File: src/rtl/deq_pkg.sv
`timescale 1ns / 1ps
// ----------------------------------------------------------------------------
// deq_pkg
// Operation and status codes used by the double-ended queue top.
// ----------------------------------------------------------------------------
package deq_pkg;

  localparam int OP_W     = 3;
  localparam int STATUS_W = 2;
  localparam int WORD_W   = 32;
  localparam int COUNT_W  = 5;

  typedef logic [OP_W-1:0]     op_t;
  typedef logic [STATUS_W-1:0] status_t;
  typedef logic [WORD_W-1:0]   word_t;

  localparam op_t OP_PUSH_FRONT = 3'd0;
  localparam op_t OP_PUSH_BACK  = 3'd1;
  localparam op_t OP_POP_FRONT  = 3'd2;
  localparam op_t OP_POP_BACK   = 3'd3;
  localparam op_t OP_STATUS     = 3'd4;

  localparam status_t ST_OK        = 2'd0;
  localparam status_t ST_UNDERFLOW = 2'd1;
  localparam status_t ST_OVERFLOW  = 2'd2;

  localparam word_t EMPTY_WORD = 32'hFFFF_FFFF;

endpackage

File: src/rtl/deq_ram.sv
`timescale 1ns / 1ps
// ----------------------------------------------------------------------------
// deq_ram
// Generic RAM, one write port and two registered read ports.
// ----------------------------------------------------------------------------
module deq_ram #(
  parameter int WIDTH = 32,
  parameter int DEPTH = 16
) (
  input  logic                     clk,
  input  logic                     we,
  input  logic [$clog2(DEPTH)-1:0] waddr,
  input  logic [WIDTH-1:0]         wdata,
  input  logic [$clog2(DEPTH)-1:0] raddr_a,
  input  logic [$clog2(DEPTH)-1:0] raddr_b,
  output logic [WIDTH-1:0]         rdata_a,
  output logic [WIDTH-1:0]         rdata_b
);

  logic [WIDTH-1:0] mem [DEPTH];

  always_ff @(posedge clk) begin
    if (we) begin
      mem[waddr] <= wdata;
    end
    rdata_a <= mem[raddr_a];
    rdata_b <= mem[raddr_b];
  end

endmodule

File: src/rtl/double_ended_queue_top.sv
`timescale 1ns / 1ps
// ----------------------------------------------------------------------------
// double_ended_queue_top
// Bounded double-ended queue of 32-bit words kept in a ring RAM.
// ----------------------------------------------------------------------------
// an accepted item steps through S_READ and S_DONE, and its result is registered
//   as S_DONE returns to S_IDLE; a new item is taken only back in S_IDLE, after
//   the registered ram read of the front and rear entries after the pointer update
// a finished result waits in the output register while the next item runs
// reset: synchronous active-low rst_n clears pointers, count and handshake
//   state; ram contents stay undefined and are never used before written
module double_ended_queue_top #(
  parameter int DEPTH = 16
) (
  input  logic        clk,
  input  logic        rst_n,
  input  logic        in_valid,
  output logic        in_ready,
  input  logic [2:0]  in_operation,
  input  logic [31:0] in_value,
  output logic        out_valid,
  input  logic        out_ready,
  output logic [1:0]  out_status,
  output logic [31:0] out_front_value,
  output logic [31:0] out_rear_value,
  output logic [4:0]  out_element_count,
  output logic        out_is_empty
);

  localparam int AW    = $clog2(DEPTH);
  localparam int OCC_W = $clog2(DEPTH + 1);

  typedef enum logic [1:0] {
    S_IDLE,
    S_READ,
    S_DONE
  } state_t;

  state_t                 state_r;
  logic [AW-1:0]          head_r, head_nxt;
  logic [AW-1:0]          tail_r, tail_nxt;
  logic [OCC_W-1:0]       occ_r, occ_nxt;
  deq_pkg::status_t       status_r, status_nxt;
  logic                   out_valid_r;
  deq_pkg::status_t       out_status_r;
  deq_pkg::word_t         out_front_r, out_rear_r;
  logic [OCC_W-1:0]       out_occ_r;

  logic                   in_xfer;
  logic                   full, empty;
  logic [AW-1:0]          head_prev, head_next, tail_prev, tail_next;
  logic                   we;
  logic [AW-1:0]          waddr;
  deq_pkg::word_t         rdata_front, rdata_rear;

  assign in_ready = (state_r == S_IDLE);
  assign in_xfer  = in_valid && in_ready;
  assign full     = (occ_r == OCC_W'(DEPTH));
  assign empty    = (occ_r == '0);

  assign head_prev = (head_r == '0) ? AW'(DEPTH - 1) : head_r - 1'b1;
  assign head_next = (head_r == AW'(DEPTH - 1)) ? '0 : head_r + 1'b1;
  assign tail_prev = (tail_r == '0) ? AW'(DEPTH - 1) : tail_r - 1'b1;
  assign tail_next = (tail_r == AW'(DEPTH - 1)) ? '0 : tail_r + 1'b1;

  always_comb begin
    head_nxt   = head_r;
    tail_nxt   = tail_r;
    occ_nxt    = occ_r;
    status_nxt = deq_pkg::ST_OK;
    we         = 1'b0;
    waddr      = tail_r;
    if (in_xfer) begin
      unique case (in_operation)
        deq_pkg::OP_PUSH_FRONT: begin
          if (full) begin
            status_nxt = deq_pkg::ST_OVERFLOW;
          end else begin
            head_nxt = head_prev;
            waddr    = head_prev;
            we       = 1'b1;
            occ_nxt  = occ_r + 1'b1;
          end
        end
        deq_pkg::OP_PUSH_BACK: begin
          if (full) begin
            status_nxt = deq_pkg::ST_OVERFLOW;
          end else begin
            tail_nxt = tail_next;
            waddr    = tail_r;
            we       = 1'b1;
            occ_nxt  = occ_r + 1'b1;
          end
        end
        deq_pkg::OP_POP_FRONT: begin
          if (empty) begin
            status_nxt = deq_pkg::ST_UNDERFLOW;
          end else begin
            head_nxt = head_next;
            occ_nxt  = occ_r - 1'b1;
          end
        end
        deq_pkg::OP_POP_BACK: begin
          if (empty) begin
            status_nxt = deq_pkg::ST_UNDERFLOW;
          end else begin
            tail_nxt = tail_prev;
            occ_nxt  = occ_r - 1'b1;
          end
        end
        default: begin
          status_nxt = deq_pkg::ST_OK;
        end
      endcase
    end
  end

  // reads follow the committed pointers, so no write overlaps a used read
  deq_ram #(
    .WIDTH (deq_pkg::WORD_W),
    .DEPTH (DEPTH)
  ) u_ram (
    .clk     (clk),
    .we      (we),
    .waddr   (waddr),
    .wdata   (in_value),
    .raddr_a (head_r),
    .raddr_b (tail_prev),
    .rdata_a (rdata_front),
    .rdata_b (rdata_rear)
  );

  always_ff @(posedge clk) begin
    if (!rst_n) begin
      state_r     <= S_IDLE;
      head_r      <= '0;
      tail_r      <= '0;
      occ_r       <= '0;
      status_r    <= deq_pkg::ST_OK;
      out_valid_r <= 1'b0;
    end else begin
      head_r <= head_nxt;
      tail_r <= tail_nxt;
      occ_r  <= occ_nxt;
      if (in_xfer) begin
        status_r <= status_nxt;
      end
      if (out_valid_r && out_ready && state_r != S_DONE) begin
        out_valid_r <= 1'b0;
      end
      unique case (state_r)
        S_IDLE: begin
          if (in_xfer) begin
            state_r <= S_READ;
          end
        end
        S_READ: begin
          state_r <= S_DONE;
        end
        S_DONE: begin
          if (!out_valid_r || out_ready) begin
            out_valid_r  <= 1'b1;
            out_status_r <= status_r;
            out_occ_r    <= occ_r;
            out_front_r  <= empty ? deq_pkg::EMPTY_WORD : rdata_front;
            out_rear_r   <= empty ? deq_pkg::EMPTY_WORD : rdata_rear;
            state_r      <= S_IDLE;
          end
        end
        default: begin
          state_r <= S_IDLE;
        end
      endcase
    end
  end

  assign out_valid         = out_valid_r;
  assign out_status        = out_status_r;
  assign out_front_value   = out_front_r;
  assign out_rear_value    = out_rear_r;
  assign out_element_count = deq_pkg::COUNT_W'(out_occ_r);
  assign out_is_empty      = (out_occ_r == '0);

  a_occ_bound: assert property (@(posedge clk) disable iff (!rst_n)
    occ_r <= OCC_W'(DEPTH))
    else $error("occupancy above depth");

  a_push_count: assert property (@(posedge clk) disable iff (!rst_n)
    (in_xfer && !full && (in_operation == deq_pkg::OP_PUSH_FRONT ||
     in_operation == deq_pkg::OP_PUSH_BACK)) |=> occ_r == $past(occ_r) + 1'b1)
    else $error("accepted push did not grow the count");

  a_underflow_hold: assert property (@(posedge clk) disable iff (!rst_n)
    (in_xfer && empty && (in_operation == deq_pkg::OP_POP_FRONT ||
     in_operation == deq_pkg::OP_POP_BACK))
    |=> $stable(occ_r) && $stable(head_r) && $stable(tail_r))
    else $error("pop of empty queue changed pointers");

  a_empty_words: assert property (@(posedge clk) disable iff (!rst_n)
    (out_valid && out_is_empty)
    |-> (out_front_value == deq_pkg::EMPTY_WORD && out_rear_value == deq_pkg::EMPTY_WORD))
    else $error("empty result carries stored words");

endmodule
File: config.mk
export PLATFORM = sky130hd
export DESIGN_NAME = double_ended_queue_top
export DESIGN_NICKNAME = d
export VERILOG_FILES = /design/src/rtl/deq_pkg.sv /design/src/rtl/deq_ram.sv /design/src/rtl/double_ended_queue_top.sv
export SDC_FILE = /design/constraint.sdc
export NUM_CORES = 1
export LEC_CHECK = 0
export BUFFER_PORTS_ARGS = -buffer_cell sky130_fd_sc_hd__buf_4
export CORE_MARGIN = 2
export CORE_UTILIZATION = 35
export DETAILED_ROUTE_END_ITERATION = 16
export SYNTH_ARGS = -nofsm -noshare
export SYNTH_HDL_FRONTEND = slang
export SYNTH_SLANG_ARGS = --single-unit
File: constraint.sdc
create_clock -name clk -period 12.1 [get_ports clk]
set_clock_uncertainty 0.2 [all_clocks]
set_input_delay 1.815 -clock clk [delete_from_list [all_inputs] [get_ports clk]]
set_output_delay 1.815 -clock clk [all_outputs]
set_load 0.02 [all_outputs]
Word level (Yosys, flattened, before mapping)
Memories as Yosys holds them, arrays and structs flattened. A register that Yosys moved wholly into a read port is not among the register bits. Index checks and enable logic that the tools add are counted.

Bits in registers: 89. Bits in latches: 0. Memory bits (writable): 512. ROM bits: 0. Input port bits: 39. Output and inout bits: 74. Word-level logic and storage cells: 85. Memories: 1.

Memories: u_ram.mem (words 16, bits a word 32, read ports 2, clocked after memory_dff 2, write ports 1, line deq_ram.sv:20) `logic [WIDTH-1:0] mem [DEPTH];`.

$add $sub $neg: 6. Multipliers: 0. Divide/modulo/power cells: 0. Magnitude comparators: 0. Equality and inequality tests: 17. Shift operators: 0. Mux-type cells: 30. Bitwise operators: 0. Reduce and logical (&&, ||, !) cells: 21.

Operators by type and width (count): $mux 4 (11); $ne 2x2->1 const B (8); $pmux 4 s2 (2); $reduce_and 4->1 (3); $logic_not 5->1 (2); $mux 5 (2); $pmux 5 s2 (1); $mux 1 (9); $add 4x1->4 const B (2); $eq 4x4->1 const B (2); $logic_not 4->1 (2); $sub 4x1->4 const B (2); $eq 3x2->1 const B (2); $mux 2 (3); $pmux 2 s3 (1); $reduce_bool 2->1 (3); $add 5x1->5 const B (1); $eq 5x5->1 const B (1); $sub 5x1->5 const B (1); $pmux 2 s2 (1); $reduce_or 2->1 (2); $eq 3x1->1 const B (1); $logic_and 1x1->1 (3); $logic_not 3->1 (1); 8 further kinds (8).

Depth between registers and ports, before layout
Word-level depth: 6. Mapped depth: 13. Mapped depth without buffers: 7.

Modules after synthesis
Synthesis repeated with hierarchy kept, for this count alone.

Cell total of the unflattened synthesis: 1437. Area total of the unflattened synthesis: 27969.3 um2.

By module, submodules not included: deq_ram (instances 1, cells each 1141, area each 24188.2 um2); double_ended_queue_top (instances 1, cells each 296, area each 3781.1 um2).

Worst setup path after synthesis
OpenSTA, ideal clock, no wires.

Path kind: input to register. From: in rst_n. To: reg out_occ_r[0] (netlist: out_element_count[0]), enable pin. Setup time: 500 ps. Arrival time: 5057 ps. Data required time: 11400 ps. Setup slack: 6343 ps. Stages on the path: 3. Cells stage by stage: clkbuf_1 nand2_1 nor2_1.

Word-level cells in the longest chain between the ends: 1.

Ends and longest elaborated chain: start: declaration (line double_ended_queue_top.sv:16) `input logic rst_n,`; $reduce_and 3->1 (no source line); end signal: assignment (line double_ended_queue_top.sv:164) `out_occ_r <= occ_r;`; end: declaration (line double_ended_queue_top.sv:47) `logic [OCC_W-1:0] out_occ_r;`.

No other way between the ends. A chain may end at the register's enable or synchronous reset.

Worst setup path in the final report
From: reg tail_r[0]. To: reg u_ram.rdata_b[6], read port of u_ram.mem.

Word-level cells in the longest chain between the ends: 2.

Ends and longest elaborated chain: start: declaration (line double_ended_queue_top.sv:41) `logic [AW-1:0] tail_r, tail_nxt;`; start signal: assignment (line double_ended_queue_top.sv:143) `tail_r <= tail_nxt;`; $sub 4x1->4 / $logic_not 4->1 (equally long branches) (line double_ended_queue_top.sv:63) `assign tail_prev = (tail_r == '0) ? AW'(DEPTH - 1) : tail_r - 1'b1;`; $mux 4 * (line double_ended_queue_top.sv:63); end: declaration (line deq_ram.sv:17) `output logic [WIDTH-1:0] rdata_b`.

Mark *: on every way between the ends. The rest lies on a longest branch, timed or not.

==> metrics.md <==
| Metric | Value |
|---|---|
| Result of the run | finished, final reports clean |
| Effective utilization at floorplan | 35.5% |
| Number of pins with negative max-slew slack in the final report | 0 |
| Die extent in x | 287 microns |
| Standby leakage power | 10.3 nW |
| Cells resized by post-CTS repair | 0 |
| Fraction of power consumed by sequential logic | 51.0% |
| Initial antenna violation count | 4 |
| Drt via density | 5.74 |
| Reg-to-reg slack, setup | 6.90 ns |
| Total Die Area | 82,600 sq um |
| Reg clk slew, reported paths | 0.06 ns |
| Maximum fanout along the worst path | 48 |
| Most area-hungry cell type in the Yosys netlist | edfxtp_1 |
| Final total negative setup slack | 0 ns |
| Series of cell instances along the critical path | buf_4 -> clkinv_1 -> ha_1 -> or3b_1 -> nand2_4 -> buf_4 -> mux4_2 -> nor2b_1 -> or4_1 |
| Count of flip-flops with a built-in enable after synthesis | 583 |
| Clock tree root driver cell | clkbuf_16 |
| Routed wirelength normalized by instance count | 26.8 microns |
| Number of global-route vias before repair | 16,700 |
| HP Class | flop to flop |
| Largest stage delay on the critical path | 0.73 ns |
| Core Area | 79,300 sq um |
| Time the final worst path needs with I/O delays and setup | 5.20 ns |
| Dominant register cell in the synthesized netlist | edfxtp_1 |
| Most area-consuming cells after synthesis | edfxtp_1, mux4_2, dfxtp_1, a22oi_1, a21oi_1 |
| Flop and latch count out of synthesis | 665 |
| Syn_nets | 1,643 |
| Total gr overflow | 0 |
| Capturing element type of the critical path | flop |
| Half-perimeter wire length after placement | 40,900 microns |
| Type of origin of the critical path | flop |
| CP most frequent cell | buf_4 |
| Post-synth top area share | 62.3% |
| Headroom to the max-slew limit | 17.8% |
| Critical path data required time | 12.35 ns |
| Syn-to-layout area delta | 15.9% |
| Ratio of final minimum period to clock period | 43.0% |
| Global-route wire length before repair | 111,000 microns |
| Die Ht | 287 microns |
| Violation count after the first detailed-routing iteration | 1,684 |
| Max-capacitance violation count | 0 |
| Pwr Density | 154 nW/um^2 |
| First drt pass iteration count | 7 |
| Final wirelength | 75,200 microns |
| Layout cells sized above 1 | 32.1% |
| GRT Resource Usage Total | 18.3% |
| Setup repair after global routing missed its margin | false |
| Hold violation count in the final report | 0 |
| Maximum number of buffers from clock root to sink | 3 |
| Via Count | 16,100 |
| Setup Viol. Count Final | 0 |
| Sink count of the clock tree | 665 |
| Post-CTS Setup Bufs | 0 |
| Sequential cell area fraction in the yosys report | 68.1% |
| Net count of the finished layout | 1,750 |
| Number of buffer and inverter stages on the critical path | 3 |
| Largest vdd supply drop | 0.0854 mV |
| Comb power frac | 6.4% |
| Cell count after synthesis | 1,596 |
| Synthesis warning total | 0 |
| Inserted Clock Buffers | 70 |
| Clock power share | 42.6% |
| Depth of the CTS H-tree | 3 |
| Average cell area after synthesis | 17.6 sq um |
| Worst Max-Slew Pin Slew | 1.23 ns |
| Crit path kind | flop to flop |
| Net switching fraction of the power | 22.1% |
| Min Hold Slack | 0.244 ns |
| Antenna Nets Post-Route | 0 |
| Maximum number of pins on one net before global-route repair | 75 |
| Data arrival time at the worst-slack endpoint | 5.45 ns |
| Total standard cell area after synthesis | 28,100 sq um |
| Async set-reset flop share out of synthesis | 0% |
| Count of different cell masters after synthesis | 61 |
| Internal Pwr Total | 3.91 mW |
| Switching power summed over all nets | 1.11 mW |
| Quantity of I/O buffers inserted on ports | 112 |
| Critical path's top delay family | simple AND/OR/NAND/NOR gates |
| Remaining DRCs | 0 |
| TritonCTS clock tree | built |
| CP max stage cell | or3b_1 |
| Most common library cells after synthesis | edfxtp_1, mux4_2, a22oi_1, a21oi_1, dfxtp_1 |
| Fmax | 0.192 GHz |
| Final weighted congestion of routability-driven global placement | 0.770 |
| I/O pins | 113 |
| Insertion delay to the later sink of the worst-skew pair | 0.61 ns |
| Standard-cell rows | 103 |
| Cell with the most instances after synthesis | edfxtp_1 |
| CTS Hold Bufs | 0 |
metal layers:
metal,share of wire (%),routed length (microns),GRT usage [%]
met1,40,30500,24.5
met5,0.031,23,0
met4,2.5,1870,6.33
met3,8.5,6420,3.83
met2,48,36500,29.5
state kept, by name (all words and copies together), names as in the netlist:
name	cells
status_r	2
out_status	2
u_ram.rdata_a	32
state_r	2
out_rear_value	32
out_element_count	5
occ_r	5
u_ram.mem	512
tail_r	4
out_front_value	32
head_r	4
out_valid	1
u_ram.rdata_b	32
cell type report:
| cell class | count | area [sq um] |
|---|---|---|
| Clock buffer | 99 | 2030 |
| Sequential cell | 665 | 19200 |
| Tap cell | 1050 | 1310 |
| Timing Repair Buffer | 150 | 1130 |
| Antenna cell | 1 | 2.50 |
| Multi-Input combinational cell | 807 | 8650 |
| Inverter | 9 | 33.8 |
| Fill cell | 7027 | 46700 |
| Clock inverter | 30 | 254 |
power by group through the flow:
stage / Clock [mW] / Combinational, mW / Sequential (mW)
finish: 2.14 / 0.320 / 2.56
global route: 2.26 / 0.346 / 2.56
CTS: 2.18 / 0.323 / 2.56
detailed placement: 0 / 0.322 / 2.61
global placement: 0 / 0.317 / 2.61
floorplan: 0 / 0.195 / 2.60
metrics by stage:
| step | instances | power, mW | utilization, % | cell area (sq um) | setup slack, ns |
|---|---|---|---|---|---|
| 2_1_floorplan | 1596 | 2.79 | - | 28100 | 6.34 |
| 3_3_place_gp | 2681 | 2.92 | 38.2 | 30300 | 6.72 |
| 3_5_place_dp | 2681 | 2.93 | 38.2 | 30300 | 6.65 |
| 4_1_cts | 2810 | 5.06 | 41.1 | 32600 | 6.89 |
| 5_1_grt | 2810 | 5.17 | 41.1 | 32600 | 6.75 |
| 6_report | 2811 | 5.02 | 41.1 | 32600 | 6.90 |
cell families (layout without fill, tap and decap cells):
kind of cell / Yosys count / in the layout / share of synthesized area, %
AND/OR/NAND/NOR: 245 / 245 / 4.93
XOR/XNOR: 12 / 12 / 0.374
adder cells (fa/ha/maj): 8 / 8 / 0.383
other: 0 / 1 / 0
AO/OA/AOI/OAI: 323 / 323 / 7.92
flip-flops: 665 / 665 / 68.1
buffers and inverters: 124 / 288 / 1.84
multiplexers: 219 / 219 / 16.4
cell usage in the layout, fill, tap and decap left out, types with 5 or more instances in the layout:
cell       count
and2_1         6
edfxtp_1     583
nor3_1         5
or2_2         65
a21oi_1       86
dfxtp_1       78
or4_1         25
ha_1           7
a221oi_1       5
mux2i_1       17
buf_4        150
clkbuf_8      11
a31oi_1        6
mux2_2         9
o31ai_1        5
clkinv_1       6
nor2_1        12
mux4_2       193
clkinv_2      15
a211oi_1       6
nand3_1       13
inv_1          6
clkbuf_16     73
o21ai_0       20
nand2_1       41
nor2b_1       36
a21boi_0       6
o211ai_1      10
nor2_4        18
xnor2_1        8
a22oi_1      140
clkbuf_1      15
a21o_1         5
worst paths after layout:
kind / startpoint / endpoint / depth (start not counted)
worst max register to register: tail_r[0] / u_ram.rdata_b[6] / 9
worst min-delay path: status_r[0] / out_status[0] / 0
worst min register to register: status_r[0] / out_status[0] / 0
worst max-delay path: tail_r[0] / u_ram.rdata_b[6] / 9
Note: power is estimated with default switching activity, not from simulation.
